[config.mk]
export PLATFORM = sky130hd
export DESIGN_NAME = bb_ctrl
export DESIGN_NICKNAME = d
export VERILOG_FILES = /design/src/hw/rtl/bb_pkg.sv /design/src/hw/rtl/bb_ctrl.sv
export SDC_FILE = /design/constraint.sdc
export NUM_CORES = 1
export LEC_CHECK = 0
export ABC_AREA = 1
export BUFFER_PORTS_ARGS = -buffer_cell sky130_fd_sc_hd__buf_2
export CAP_MARGIN = 40
export CORE_AREA = 2 2 39 41
export CTS_BUF_LIST = sky130_fd_sc_hd__clkbuf_4 sky130_fd_sc_hd__clkbuf_8 sky130_fd_sc_hd__clkbuf_16
export DETAILED_ROUTE_END_ITERATION = 6
export DIE_AREA = 0 0 41 43
export SKIP_CTS_REPAIR_TIMING = 1
export SYNTH_ARGS = -nofsm -noshare
export SYNTH_HDL_FRONTEND = slang
export SYNTH_SLANG_ARGS = --single-unit
[constraint.sdc]
create_clock -name clk -period 1 [get_ports clk]
set_clock_uncertainty 0.1 [all_clocks]
set_input_delay 0.15 -clock clk [delete_from_list [all_inputs] [get_ports clk]]
set_output_delay 0.15 -clock clk [all_outputs]
set_load 0.1 [all_outputs]
[src/hw/rtl/bb_pkg.sv]
// Shared constants and control types for the 9x9 RGBA box blur.
`timescale 1ns / 1ps
`default_nettype none
package bb_pkg;
  localparam int MAX_WIDTH_DEF   = 1024;
  localparam int RADIUS_DEF      = 4;
  localparam int MAX_HEIGHT      = 4096;
  localparam int CFG_WIDTH_BITS  = 11;
  localparam int CFG_HEIGHT_BITS = 13;
  localparam int CFG_DATA_BITS   = 13;
  localparam int ROW_W           = 13;
  localparam int WIDTH_RESET     = 1024;
  localparam int HEIGHT_RESET    = 768;
  localparam int PIX_BITS        = 32;
  localparam int CHANS           = 3;

  localparam logic REG_WIDTH  = 1'b0;
  localparam logic REG_HEIGHT = 1'b1;

  typedef struct packed {
    logic take;
    logic scan_init;
    logic scan_step;
    logic div_init;
    logic div_step;
    logic out_load;
  } ctrl_t;

  typedef struct packed {
    logic due;
    logic scan_end;
    logic div_done;
    logic out_full;
  } status_t;
endpackage
`default_nettype wire

[src/hw/rtl/bb_ctrl.sv]
// Controller state machine that sequences accept, window scan, divide and output.
`timescale 1ns / 1ps
`default_nettype none
module bb_ctrl
  import bb_pkg::*;
(
  input  logic    clk,
  input  logic    rst,
  input  logic    s_tvalid,
  output logic    s_tready,
  input  status_t status,
  output ctrl_t   ctrl
);
  localparam logic [2:0] S_IDLE   = 3'd0;
  localparam logic [2:0] S_SCAN   = 3'd1;
  localparam logic [2:0] S_WAIT   = 3'd2;
  localparam logic [2:0] S_DSTART = 3'd3;
  localparam logic [2:0] S_DIV    = 3'd4;
  localparam logic [2:0] S_OUT    = 3'd5;

  logic [2:0] state, state_next;

  assign s_tready = (state == S_IDLE);

  always_comb begin
    ctrl       = '0;
    state_next = state;
    case (state)
      S_IDLE: begin
        if (s_tvalid) begin
          ctrl.take = 1'b1;
          if (status.due) begin
            ctrl.scan_init = 1'b1;
            state_next     = S_SCAN;
          end
        end
      end
      S_SCAN: begin
        ctrl.scan_step = 1'b1;
        if (status.scan_end) begin
          state_next = S_WAIT;
        end
      end
      S_WAIT: begin
        state_next = S_DSTART;
      end
      S_DSTART: begin
        ctrl.div_init = 1'b1;
        state_next    = S_DIV;
      end
      S_DIV: begin
        ctrl.div_step = 1'b1;
        if (status.div_done) begin
          state_next = S_OUT;
        end
      end
      S_OUT: begin
        if (!status.out_full) begin
          ctrl.out_load = 1'b1;
          state_next    = S_IDLE;
        end
      end
      default: begin
        state_next = S_IDLE;
      end
    endcase
  end

  always_ff @(posedge clk) begin
    if (rst) begin
      state <= S_IDLE;
    end else begin
      state <= state_next;
    end
  end
endmodule
`default_nettype wire

==> run_results.csv <==
group,metric,value,unit
yosys,synth_ff_type,"dfxtp_1",
sta,rsz0062_at_grt,"yes",
sta,fin_crit,1440,ps
floorplanning,die_w,41,um
floorplanning,die_y,43,um
setup_path,crit_slowest_cell,"dfxtp_2",
place,post-place-cells,83,
layout,top_register,"state",
drt,drt_iter0_markers,5,
yosys,synth_commonest_cells,"10 x nor2_1, 8 x inv_1, 6 x nand2_1",
layout,layout-drive-gt1-share,0.707,
layout,n_antenna_cell,0,
floorplanning,ios,14,
drt,ant_nets,0,
cts,cts_tree,"yes",
setup_path,cp-end-kind,"primary output",
setup_path,crit_required,750,ps
grt,grt_max_degree,6,
setup_path,path_depth,6,
yosys,ys_seq_elements,3,
sta,hold_violations,0,
setup_path,crit_arrival,1190,ps
yosys,yosys_warnings,0,
cts,insertion_delay,230,ps
setup_path,start_kind,"register",
drt,vias,367,
grt,grt-ovfl-total,0,
layout,fin_cells,91,
yosys,syn_inst,47,
layout,syn_to_final_growth,146,%
flow_run,maxCapViolCount,0,
drt,vias_per_cell,4.03,
sta,fmax,0.695,GHz
setup_path,crit_family,"flip-flops",
setup_path,slowest_delay,340,ps
sta,drv_slew,0,
setup_path,worstRegToRegCells,7,
outcome,outcome,"finished, violations left",
setup_path,cp-startpoint,"state[1]",
yosys,ys_seq_area_frac,0.222,
yosys,synth_area_leaders,"dfxtp_1 22%, nor2_1 14%, inv_1 11%",
grt,antenna_found_initial,0,
cts,h-tree-depth,1,
yosys,yosys.area.top_type,"dfxtp_1",
floorplanning,core.rowCount,14,
yosys,synthMostInstantiatedCell,"nor2_1",
place,io_buffers,13,
yosys,synth_top_family_by_area,"simple AND/OR/NAND/NOR gates",
yosys,yosys.area_share.simple,0.500,
yosys,synth_cell_types,15,
yosys,synth_fp_nets,54,
grt,grt_use_total,0.116,
yosys,synth-edff-count,0,
setup_path,path_common_cell,"nor2_4",
yosys,synth_fa_ha_area_frac,0,
sta,fin_ws,-439,ps
yosys,async_flop_share,0,
drt,drc_errors,0,
place,gp_congestion,0.801,
sta,max-slew-margin-rel,0.883,
yosys,netlist.area_leader.share,0.222,
yosys,syn_avg_cell_area,5.75,um2
layout,nNetsFinal,83,
sta,fin_crit_sh,1.44,
yosys,synth_compound_area_frac,0.0833,
setup_path,r2r_slack,-210,ps
floorplanning,core,1380,um2
setup_path,r2r_start,"state[0]",
setup_path,worst_r2r_endpoint,"state[2]",
yosys,synth_xor_area_frac,0,
drt,wire_per_inst,9.57,um
cts,cts.sinks,3,
drt,totalWireLength,871,um
yosys,yosys-mux-area-fraction,0,
setup_path,worst-path-buf-inv,3,
sta,hold_ws,191,ps
floorplanning,start_util,0.195,
sta,finalSetupViolCount,10,
setup_path,crit_type,"register to primary output",
layout,largest_reg_flops,3,
grt,grt_pass1_vias,361,
cts,cts_inserted_buffers,3,
worst_hold_path,holdCritPathClass,"input port to register",
cts,path_clk_slew,40,ps
outcome,violations,"negative setup slack",
yosys,synth_area,270,um2
floorplanning,die_area,1760,um2
cts,clockBufferDepth,2,
layout,fill_cells,139,
setup_path,cp-endpoint,"ctrl[4]",
sta,tightest_slew,175,ps
cts,root_buffer,"clkbuf_4",
grt,grt_pass1_wl,1370,um
setup_path,critPathMaxFanout,3,
drt,drt_pre_antenna_iters,4,
layout,top_regs,"state x3",
place,hpwl,684,um
worst_hold_path,hp-start,"status[2]",
setup_path,path_cells,"nor2_4, inv_2, nor2_4, inv_2, nor2_4, buf_12",
layout make-up:
| cell class | count | area, um2 | share of cell area |
|---|---|---|---|
| Clock buffer | 4 | 30.0 | 0.0452 |
| Inverter | 12 | 52.6 | 0.0791 |
| Multi-Input combinational cell | 31 | 221 | 0.333 |
| Sequential cell | 3 | 66.3 | 0.0998 |
| Tap cell | 16 | 20.0 | 0.0301 |
| Timing Repair Buffer | 25 | 274 | 0.412 |
per-stage QoR:
step	worst slack (ps)	util	setup TNS [ps]	instance area, um2
after floorplan	-949	-	-3410	330
after global placement	-204	0.411	-1400	569
after detailed placement	-261	0.411	-1690	569
after CTS	-514	0.433	-3480	599
after global routing	-512	0.480	-3860	664
final	-439	0.480	-3290	664
worst min-delay path, stage by stage:
cell	delay, ps
buf_2	100
o21ai_2	60
nor2_2	90
a21oi_1	70
cell families after synthesis:
family / Yosys count
and+or+nand+nor: 27
AOI/OAI and AO/OA: 4
buffers and inverters: 13
DFF: 3
worst min path at each step:
stage          slack [ps]  depth (start not counted)  endpoint
2_1_floorplan         110                          1  state[1]
3_3_place_gp          230                          2  state[1]
3_5_place_dp          240                          2  state[1]
4_1_cts               -10                          2  state[1]
5_1_grt               200                          4  state[0]
6_report              190                          4  state[0]
placed cells by master (no fill, tap or decap), types with 4 or more instances in the layout:
cell | Yosys | final
buf_12 | 0 | 7
buf_2 | 0 | 6
buf_4 | 1 | 8
clkbuf_4 | 0 | 4
inv_1 | 8 | 5
inv_2 | 4 | 5
nand2_1 | 6 | 6
nor2_4 | 0 | 6
routing by layer:
metal | vias up | part of all wire | track usage | wire, um
met5 | - | 0 | 0 | 0
met4 | 0 | 0 | 0.0800 | 0
met3 | 0 | 0.021 | 0.0157 | 18
met2 | 6 | 0.58 | 0.184 | 507
met1 | 160 | 0.40 | 0.135 | 345
li1 | 201 | - | - | -
Power is left out: the tool's default activity adds up to more than one toggle a clock period on the data nets, which glitch-free logic cannot reach.
